==> src/hdl/grid_ray_dda_traversal_defines.svh <==
// ----------------------------------------------------------------------------
// grid_ray_dda_traversal assertion macros
// Shorthand for clocked assertions; compiled out when SYNTH is defined.
// ----------------------------------------------------------------------------
`ifndef GRID_RAY_DDA_TRAVERSAL_DEFINES_SVH
`define GRID_RAY_DDA_TRAVERSAL_DEFINES_SVH

`ifndef SYNTH
`define GRD_ASSERT_IMP(lbl, ante, cons, msg) \
	lbl: assert property (@(posedge clk) disable iff (!arst_n) (ante) |-> (cons)) \
	else $error(msg);
`define GRD_ASSERT_NXT(lbl, ante, cons, msg) \
	lbl: assert property (@(posedge clk) disable iff (!arst_n) (ante) |=> (cons)) \
	else $error(msg);
`else
`define GRD_ASSERT_IMP(lbl, ante, cons, msg)
`define GRD_ASSERT_NXT(lbl, ante, cons, msg)
`endif

`endif

==> src/hdl/grdda_pkg.sv <==
// ----------------------------------------------------------------------------
// grdda_pkg
// Types and constants of the grid ray caster.
// ----------------------------------------------------------------------------
package grdda_pkg;

	localparam int MAP_DIM_DEF        = 32;
	localparam int MAX_STEP_LIMIT_DEF = 255;

	localparam logic [23:0] DIST_SAT = 24'hFF_FFFF;

	localparam logic [5:0] MAP_COLUMNS_RST = 6'd24;
	localparam logic [5:0] MAP_ROWS_RST    = 6'd24;
	localparam logic [7:0] STEP_LIMIT_RST  = 8'd100;

	localparam logic OP_WRITE = 1'b0;
	localparam logic OP_CAST  = 1'b1;

	localparam logic AXIS_X = 1'b0;
	localparam logic AXIS_Y = 1'b1;

	typedef enum logic [1:0] {
		CFG_MAP_COLUMNS = 2'd0,
		CFG_MAP_ROWS    = 2'd1,
		CFG_STEP_LIMIT  = 2'd2
	} cfg_idx_t;

	typedef enum logic [2:0] {
		ST_IDLE,
		ST_DIV,
		ST_MUL,
		ST_WALK,
		ST_DONE
	} state_t;

endpackage

==> src/hdl/grid_ray_dda_traversal.sv <==
// ----------------------------------------------------------------------------
// grid_ray_dda_traversal
// 2-D DDA ray caster over a wall bitmap held in flops.
// ----------------------------------------------------------------------------
// One item at a time. A map row write goes to the done state and then to the
// output register. A cast runs a shared restoring divider that forms the
// two reciprocal step distances at one quotient bit per cycle, one axis
// after the other; then one shared 11x24 multiplier sets the first boundary
// distances, then the walker takes one cell step per cycle until a wall is hit
// or the step limit is reached. Results sit in an output register.
`include "grid_ray_dda_traversal_defines.svh"

module grid_ray_dda_traversal #(
	parameter int MAP_DIM        = grdda_pkg::MAP_DIM_DEF,
	parameter int MAX_STEP_LIMIT = grdda_pkg::MAX_STEP_LIMIT_DEF
) (
	input  logic               clk,
	input  logic               arst_n,
	input  logic               in_valid,
	output logic               in_stall,
	input  logic               opcode,
	input  logic [4:0]         row_select,
	input  logic [31:0]        row_walls,
	input  logic [15:0]        start_x,
	input  logic [15:0]        start_y,
	input  logic signed [15:0] heading_x,
	input  logic signed [15:0] heading_y,
	output logic               out_valid,
	input  logic               out_stall,
	output logic               wall_hit,
	output logic               hit_side,
	output logic [23:0]        wall_distance,
	output logic signed [9:0]  hit_cell_x,
	output logic signed [9:0]  hit_cell_y,
	output logic [7:0]         steps_used,
	input  logic               cfg_valid,
	output logic               cfg_ready,
	input  logic [1:0]         cfg_index,
	input  logic [7:0]         cfg_data
);

	localparam int RIDX   = (MAP_DIM > 1) ? $clog2(MAP_DIM) : 1;
	localparam int LIM_W  = $clog2(MAX_STEP_LIMIT + 1);
	localparam int CELL_W = $clog2(MAX_STEP_LIMIT + 64) + 1;

	grdda_pkg::state_t state_q, state_d;

	logic [31:0] map_q [MAP_DIM];
	logic [5:0]  map_columns_q, map_rows_q;
	logic [7:0]  step_limit_q;

	logic               axis_q;
	logic               wr_q;
	logic [4:0]         cnt_q;
	logic [15:0]        rem_q;
	logic [23:0]        quo_q;
	logic [15:0]        hx_q, hy_q;
	logic [9:0]         fx_q, fy_q;
	logic [23:0]        dx_q, dy_q, ax_q, ay_q, dist_q;
	logic signed [CELL_W-1:0] gx_q, gy_q;
	logic [LIM_W-1:0]   steps_q;
	logic               hit_q, side_q;
	logic               out_valid_q;

	logic accept, div_last, walk_end, out_free;
	logic load_cast, load_write, div_en, mul_en, walk_en, out_load;

	// effective configuration
	logic [10:0]        lim_w;
	logic [LIM_W-1:0]   lim_eff;
	logic [5:0]         cols6;
	logic [6:0]         rows7;
	logic signed [CELL_W-1:0] cols_s, rows_s;

	assign lim_w   = (11'(step_limit_q) > 11'(MAX_STEP_LIMIT)) ? 11'(MAX_STEP_LIMIT)
		: 11'(step_limit_q);
	assign lim_eff = lim_w[LIM_W-1:0];
	assign cols6   = (map_columns_q > 6'd32) ? 6'd32 : map_columns_q;
	assign rows7   = (7'(map_rows_q) > 7'(MAP_DIM)) ? 7'(MAP_DIM) : 7'(map_rows_q);
	assign cols_s  = $signed(CELL_W'(cols6));
	assign rows_s  = $signed(CELL_W'(rows7));

	// divider
	logic [15:0] hsel, mag;
	logic [16:0] rs, rsub;
	logic        ge;
	logic [24:0] quo_next;
	logic [23:0] delta_new;

	assign hsel      = (axis_q == grdda_pkg::AXIS_Y) ? hy_q : hx_q;
	assign mag       = hsel[15] ? (~hsel + 16'd1) : hsel;
	assign rs        = {rem_q, (cnt_q == 5'd24)};
	assign ge        = rs >= {1'b0, mag};
	assign rsub      = rs - {1'b0, mag};
	assign quo_next  = {quo_q, ge};
	assign delta_new = quo_next[24] ? grdda_pkg::DIST_SAT : quo_next[23:0];

	// multiplier
	logic [9:0]  fsel;
	logic [23:0] dsel;
	logic [10:0] part;
	logic [34:0] prod;
	logic [23:0] first_d;

	assign fsel    = (axis_q == grdda_pkg::AXIS_Y) ? fy_q : fx_q;
	assign dsel    = (axis_q == grdda_pkg::AXIS_Y) ? dy_q : dx_q;
	assign part    = hsel[15] ? {1'b0, fsel} : (11'd1024 - {1'b0, fsel});
	assign prod    = 35'(part) * 35'(dsel);
	assign first_d = prod[34] ? grdda_pkg::DIST_SAT : prod[33:10];

	// walker
	logic step_x, wall_x, wall_y;
	logic signed [CELL_W-1:0] nx, ny;
	logic [24:0] sum_x, sum_y;
	logic [23:0] ax_n, ay_n;

	function automatic logic cell_wall(input logic signed [CELL_W-1:0] cx,
		input logic signed [CELL_W-1:0] cy, input logic [31:0] row,
		input logic signed [CELL_W-1:0] cl, input logic signed [CELL_W-1:0] rw);
		cell_wall = (cx >= 0) && (cy >= 0) && (cx < cl) && (cy < rw) && row[cx[4:0]];
	endfunction

	assign step_x = ax_q < ay_q;
	assign nx     = hx_q[15] ? (gx_q - $signed(CELL_W'(1))) : (gx_q + $signed(CELL_W'(1)));
	assign ny     = hy_q[15] ? (gy_q - $signed(CELL_W'(1))) : (gy_q + $signed(CELL_W'(1)));
	assign sum_x  = {1'b0, ax_q} + {1'b0, dx_q};
	assign sum_y  = {1'b0, ay_q} + {1'b0, dy_q};
	assign ax_n   = sum_x[24] ? grdda_pkg::DIST_SAT : sum_x[23:0];
	assign ay_n   = sum_y[24] ? grdda_pkg::DIST_SAT : sum_y[23:0];
	assign wall_x = cell_wall(nx, gy_q, map_q[gy_q[RIDX-1:0]], cols_s, rows_s);
	assign wall_y = cell_wall(gx_q, ny, map_q[ny[RIDX-1:0]], cols_s, rows_s);

	assign accept   = in_valid && !in_stall;
	assign div_last = cnt_q == 5'd0;
	assign walk_end = hit_q || (steps_q >= lim_eff);
	assign out_free = !out_valid_q || !out_stall;

	// next state
	always_comb begin
		state_d = state_q;
		unique case (state_q)
			grdda_pkg::ST_IDLE: begin
				if (accept)
					state_d = (opcode == grdda_pkg::OP_CAST) ? grdda_pkg::ST_DIV
						: grdda_pkg::ST_DONE;
			end
			grdda_pkg::ST_DIV: begin
				if (div_last && axis_q == grdda_pkg::AXIS_Y)
					state_d = grdda_pkg::ST_MUL;
			end
			grdda_pkg::ST_MUL: begin
				if (axis_q == grdda_pkg::AXIS_Y)
					state_d = grdda_pkg::ST_WALK;
			end
			grdda_pkg::ST_WALK: begin
				if (walk_end)
					state_d = grdda_pkg::ST_DONE;
			end
			grdda_pkg::ST_DONE: begin
				if (out_free)
					state_d = grdda_pkg::ST_IDLE;
			end
			default: state_d = grdda_pkg::ST_IDLE;
		endcase
	end

	// control outputs
	always_comb begin
		in_stall   = 1'b1;
		load_cast  = 1'b0;
		load_write = 1'b0;
		div_en     = 1'b0;
		mul_en     = 1'b0;
		walk_en    = 1'b0;
		out_load   = 1'b0;
		unique case (state_q)
			grdda_pkg::ST_IDLE: begin
				in_stall   = 1'b0;
				load_cast  = accept && (opcode == grdda_pkg::OP_CAST);
				load_write = accept && (opcode == grdda_pkg::OP_WRITE);
			end
			grdda_pkg::ST_DIV:  div_en = 1'b1;
			grdda_pkg::ST_MUL:  mul_en = 1'b1;
			grdda_pkg::ST_WALK: walk_en = !walk_end;
			grdda_pkg::ST_DONE: out_load = out_free;
			default: ;
		endcase
	end

	assign cfg_ready = 1'b1;

	always_ff @(posedge clk or negedge arst_n) begin
		if (!arst_n) begin
			state_q       <= grdda_pkg::ST_IDLE;
			map_columns_q <= grdda_pkg::MAP_COLUMNS_RST;
			map_rows_q    <= grdda_pkg::MAP_ROWS_RST;
			step_limit_q  <= grdda_pkg::STEP_LIMIT_RST;
			out_valid_q   <= 1'b0;
			for (int i = 0; i < MAP_DIM; i++)
				map_q[i] <= '0;
		end else begin
			state_q <= state_d;
			if (cfg_valid && cfg_ready) begin
				unique case (cfg_index)
					grdda_pkg::CFG_MAP_COLUMNS: map_columns_q <= cfg_data[5:0];
					grdda_pkg::CFG_MAP_ROWS:    map_rows_q    <= cfg_data[5:0];
					grdda_pkg::CFG_STEP_LIMIT:  step_limit_q  <= cfg_data;
					default: ;
				endcase
			end
			if (load_write && ({27'd0, row_select} < 32'(MAP_DIM)))
				map_q[RIDX'(row_select)] <= row_walls;
			if (out_load)
				out_valid_q <= 1'b1;
			else if (!out_stall)
				out_valid_q <= 1'b0;
		end
	end

	always_ff @(posedge clk) begin
		if (load_cast || load_write) begin
			wr_q    <= load_write;
			axis_q  <= grdda_pkg::AXIS_X;
			cnt_q   <= 5'd24;
			rem_q   <= '0;
			hx_q    <= heading_x;
			hy_q    <= heading_y;
			fx_q    <= start_x[9:0];
			fy_q    <= start_y[9:0];
			gx_q    <= load_cast ? $signed(CELL_W'(start_x[15:10])) : '0;
			gy_q    <= load_cast ? $signed(CELL_W'(start_y[15:10])) : '0;
			steps_q <= '0;
			hit_q   <= 1'b0;
			side_q  <= 1'b0;
			dist_q  <= '0;
		end
		if (div_en) begin
			quo_q <= quo_next[23:0];
			if (div_last) begin
				rem_q  <= '0;
				cnt_q  <= 5'd24;
				axis_q <= ~axis_q;
				if (axis_q == grdda_pkg::AXIS_Y)
					dy_q <= delta_new;
				else
					dx_q <= delta_new;
			end else begin
				rem_q <= ge ? rsub[15:0] : rs[15:0];
				cnt_q <= cnt_q - 5'd1;
			end
		end
		if (mul_en) begin
			axis_q <= ~axis_q;
			if (axis_q == grdda_pkg::AXIS_Y)
				ay_q <= first_d;
			else
				ax_q <= first_d;
		end
		if (walk_en) begin
			steps_q <= steps_q + LIM_W'(1);
			if (step_x) begin
				ax_q <= ax_n;
				gx_q <= nx;
				if (wall_x) begin
					hit_q  <= 1'b1;
					side_q <= 1'b0;
					dist_q <= ax_q;
				end
			end else begin
				ay_q <= ay_n;
				gy_q <= ny;
				if (wall_y) begin
					hit_q  <= 1'b1;
					side_q <= 1'b1;
					dist_q <= ay_q;
				end
			end
		end
		if (out_load) begin
			wall_hit      <= hit_q;
			hit_side      <= hit_q && side_q;
			wall_distance <= wr_q ? 24'd0 : (hit_q ? dist_q : grdda_pkg::DIST_SAT);
			hit_cell_x    <= 10'(gx_q);
			hit_cell_y    <= 10'(gy_q);
			steps_used    <= 8'(steps_q);
		end
	end

	assign out_valid = out_valid_q;

	`GRD_ASSERT_IMP(a_nohit_sat, out_valid && !wall_hit && !hit_side && wall_distance != 24'd0, wall_distance == grdda_pkg::DIST_SAT, "miss must report saturated distance")
	`GRD_ASSERT_IMP(a_steps_cap, state_q == grdda_pkg::ST_WALK, steps_q <= lim_eff, "step count above limit")
	`GRD_ASSERT_NXT(a_step_inc, walk_en, steps_q == $past(steps_q) + LIM_W'(1), "walker step not counted")
	`GRD_ASSERT_IMP(a_side_hit, out_valid && hit_side, wall_hit, "side set without hit")

endmodule

==> config.mk <==
export PLATFORM = sky130hd
export DESIGN_NAME = grid_ray_dda_traversal
export DESIGN_NICKNAME = d
export VERILOG_FILES = /design/src/hdl/grdda_pkg.sv /design/src/hdl/grid_ray_dda_traversal.sv
export VERILOG_INCLUDE_DIRS = /design/src /design/src/hdl
export SDC_FILE = /design/constraint.sdc
export NUM_CORES = 2
export LEC_CHECK = 0
export ABC_AREA = 1
export BUFFER_PORTS_ARGS = -buffer_cell sky130_fd_sc_hd__buf_2
export CAP_MARGIN = 25
export CORE_ASPECT_RATIO = 0.6
export CORE_MARGIN = 2
export CORE_UTILIZATION = 45
export DETAILED_ROUTE_END_ITERATION = 10
export SLEW_MARGIN = 20
export SYNTH_ARGS = -nofsm -noshare
export SYNTH_HDL_FRONTEND = slang
export SYNTH_SLANG_ARGS = --single-unit
==> constraint.sdc <==
create_clock -name clk -period 13 [get_ports clk]
set_input_delay 0.65 -clock clk [delete_from_list [all_inputs] [get_ports clk]]
set_output_delay 0.65 -clock clk [all_outputs]
set_load 0.03 [all_outputs]
==> run metrics <==
Setup TNS 0 ns; GRT Util Overall a little over a third; Synthesized Nets between 10k and 15k; CP endpoint kind flip-flop; Synth Area in Compound Gates 11.6%; fmax roughly 110 MHz; HPWL Detailed 202000 µm; Hold Path Sink fy_q[0]$_DFFE_PP_; CTS tree built; critical path arrival 9.78 ns; Synth Area in Simple Gates 30.7%; Net count, final 11.4k; Synth Register Bits ~1.4k; DR DRC count 0; critical path's slowest cell inv_1; top-area cell type share of the netlist area between 30 and 40%; CP required ~14 ns; Synth Area in Adders under 10%; worst reg-to-reg setup slack 3.91 ns; total wire length 335000 µm; final core occ 49.3%; Starting DRT DRC Count between 10k and 15k; Overflow after GRT 0; Worst-path clk slew roughly 0.070 ns; core area 184000 µm²; vias per cell between 6 and 7; Min-Delay Path Depth 1; final hold vios 0; top-count cell post-synth nand2_1; RSZ-0062 raised after global routing false; H-tree Lvls 4; max incr delay on CP 0.66 ns; Post-CTS Setup Bufs 0; Final ANT Viol Nets 0; Die W 559 µm; min cycle time layout roughly 9.1 ns; min-delay worst type in -> reg; RD Place Congestion 1.03; die area 188000 µm²; Max Slew Vio Count 0; mux cell area share after synthesis 0.132%; prevailing post-synth register cell dfrtp_1; reg-to-reg critical path endpoint ay_q[3]$_DFF_P_; first-pass GRT wire length 491000 µm; initial antenna violation count 17; # IOs 174; DRT Pass-1 Iters 10; layout cells sized above 1 6.41%; HP Start start_y[0]; post-synthesis sequential area ratio 41.3%; post-detailed-route wirelength per cell about 25 µm; vias in the first global route about 73k; Synth top cells by count nand2_1 (3381), nand3_1 (2017), o21ai_0 (1225), dfrtp_1 (1041), inv_1 (618); placed insts 13.1k; yosys warns 0; Worst-Skew Late Latency 0.83 ns; Max Root-Sink Buffers 4; area delta synth->final 9.10%; initial core utilization 45.2%; row cnt 122; Max Cap Viol 0; EDFF count, synth 208; Die Y about 340 µm; Synth Instances 11.1k; mean post-synth cell area approximately 7.5 µm²; Vias 80.8k; largest net degree at the start of global routing around 210; Synth Area in XOR/XNOR 1.03%; R2R depth 33; Post-Syn Area 83200 µm²; Reg2Reg Launch Point axis_q$_DFF_P_; Startpoint Class flip-flop; CTS Sinks 1351; top area cells in the synthesized netlist dfrtp_1 (31%), nand2_1 (15%), nand3_1 (12%); Synth cell types 66; port buffer count 172; clock root buffer clkbuf_16; Crit Path Max Fanout 45; Tightest Pin Transition 1.19 ns; status finished, final reports clean; largest family of logic cells by synthesized area simple AND/OR/NAND/NOR gates; most area-hungry cell type in the Yosys netlist dfrtp_1; Non-Filler Instances ~13k; crit share post-route 69.9%; Resized Gates After CTS 0; Crit Path Class reg -> reg; Relative slew margins 20.4%; CTS Buf Count 147; Post-synth ARST share 77.6%; worst clock skew 0.0515 ns; Setup Viol. Count Final 0
state kept, by name (all words and copies together), names as in the netlist, 16 cells and up:
signal and count:
dy_q 24, dist_q 24, hy_q 16, ay_q 24, map_q 1024, rem_q 16
wall_distance 24, dx_q 24, hx_q 16, ax_q 24, quo_q 24
through the flow:
stage | hold slack, ns | worst slack [ns] | instance area, µm²
global placement | 0.427 | 4.19 | 85100
detailed placement | 0.425 | 4.12 | 85100
finish | 0.0532 | 3.91 | 90700
CTS | 0.00701 | 4.06 | 90500
floorplan | 0.354 | 6.49 | 83200
global route | 0.0318 | 3.44 | 90700
cells in the final DEF, fill, tap and decap left out, types with 35 or more instances in the layout:
master / instances
fa_1: 200
o211ai_1: 87
or2_2: 48
inv_1: 613
nor3_1: 38
xnor2_1: 35
nand4_1: 80
o21ai_0: 1215
a21oi_1: 431
dfrtp_1: 1041
edfxtp_1: 208
dfxtp_1: 88
buf_4: 132
nand3_1: 2017
xor2_1: 61
clkbuf_16: 153
buf_2: 172
nand2_1: 3360
nor2_1: 320
dlygate4sd3_1: 52
ha_1: 206
o21ai_1: 46
what timing repair did:
action,4_1_cts,5_1_grt
endpoints found under the hold margin,145,0
hold buffers,52,0
setup endpoints to repair,0,0
worst max path at each step:
stage              startpoint          endpoint  slack (ns)
3_3_place_gp   axis_q$_DFF_P_   ay_q[8]$_DFF_P_        4.19
3_5_place_dp   axis_q$_DFF_P_   ay_q[3]$_DFF_P_        4.12
2_1_floorplan  axis_q$_DFF_P_  ay_q[17]$_DFF_P_        6.49
6_report       axis_q$_DFF_P_   ay_q[3]$_DFF_P_        3.91
4_1_cts        axis_q$_DFF_P_   ay_q[3]$_DFF_P_        4.06
5_1_grt        axis_q$_DFF_P_   ay_q[8]$_DFF_P_        3.44
kinds of logic after synthesis:
| family | after synthesis |
|---|---|
| and+or+nand+nor | 5948 |
| AOI/OAI and AO/OA | 1852 |
| other | 1 |
| adders and majority gates | 407 |
| xor gates and xnor gates | 98 |
| DFF | 1351 |
| buffers and inverters | 1450 |
| muxes | 11 |
layer usage:
layer	share of wire, %	track usage [%]
met5	0.024	0
met4	3.3	11.0
met3	15	11.8
met2	38	46.0
met1	44	52.1
cell type report:
class	count	area [µm²]
antenna	7	17.5
clock buffer	207	4280
clock inverter	45	558
fill	17900	93200
inverter	634	2420
multi-input combinational	8317	43100
sequential	1351	34400
tap	2480	3100
timing repair buffer	380	2890
worst max-delay path, delay by kind of cell, from the launching register on:
kind | cells | cell delay, ns
and+or+nand+nor | 13 | 2.25
buffers and inverters | 8 | 1.92
DFF | 1 | 0.32
adders and majority gates | 7 | 3.12
AOI/OAI and AO/OA | 5 | 1.26
Power is not shown: default switching activity piles up to over one toggle a cycle in this logic, so the estimate is an artifact.
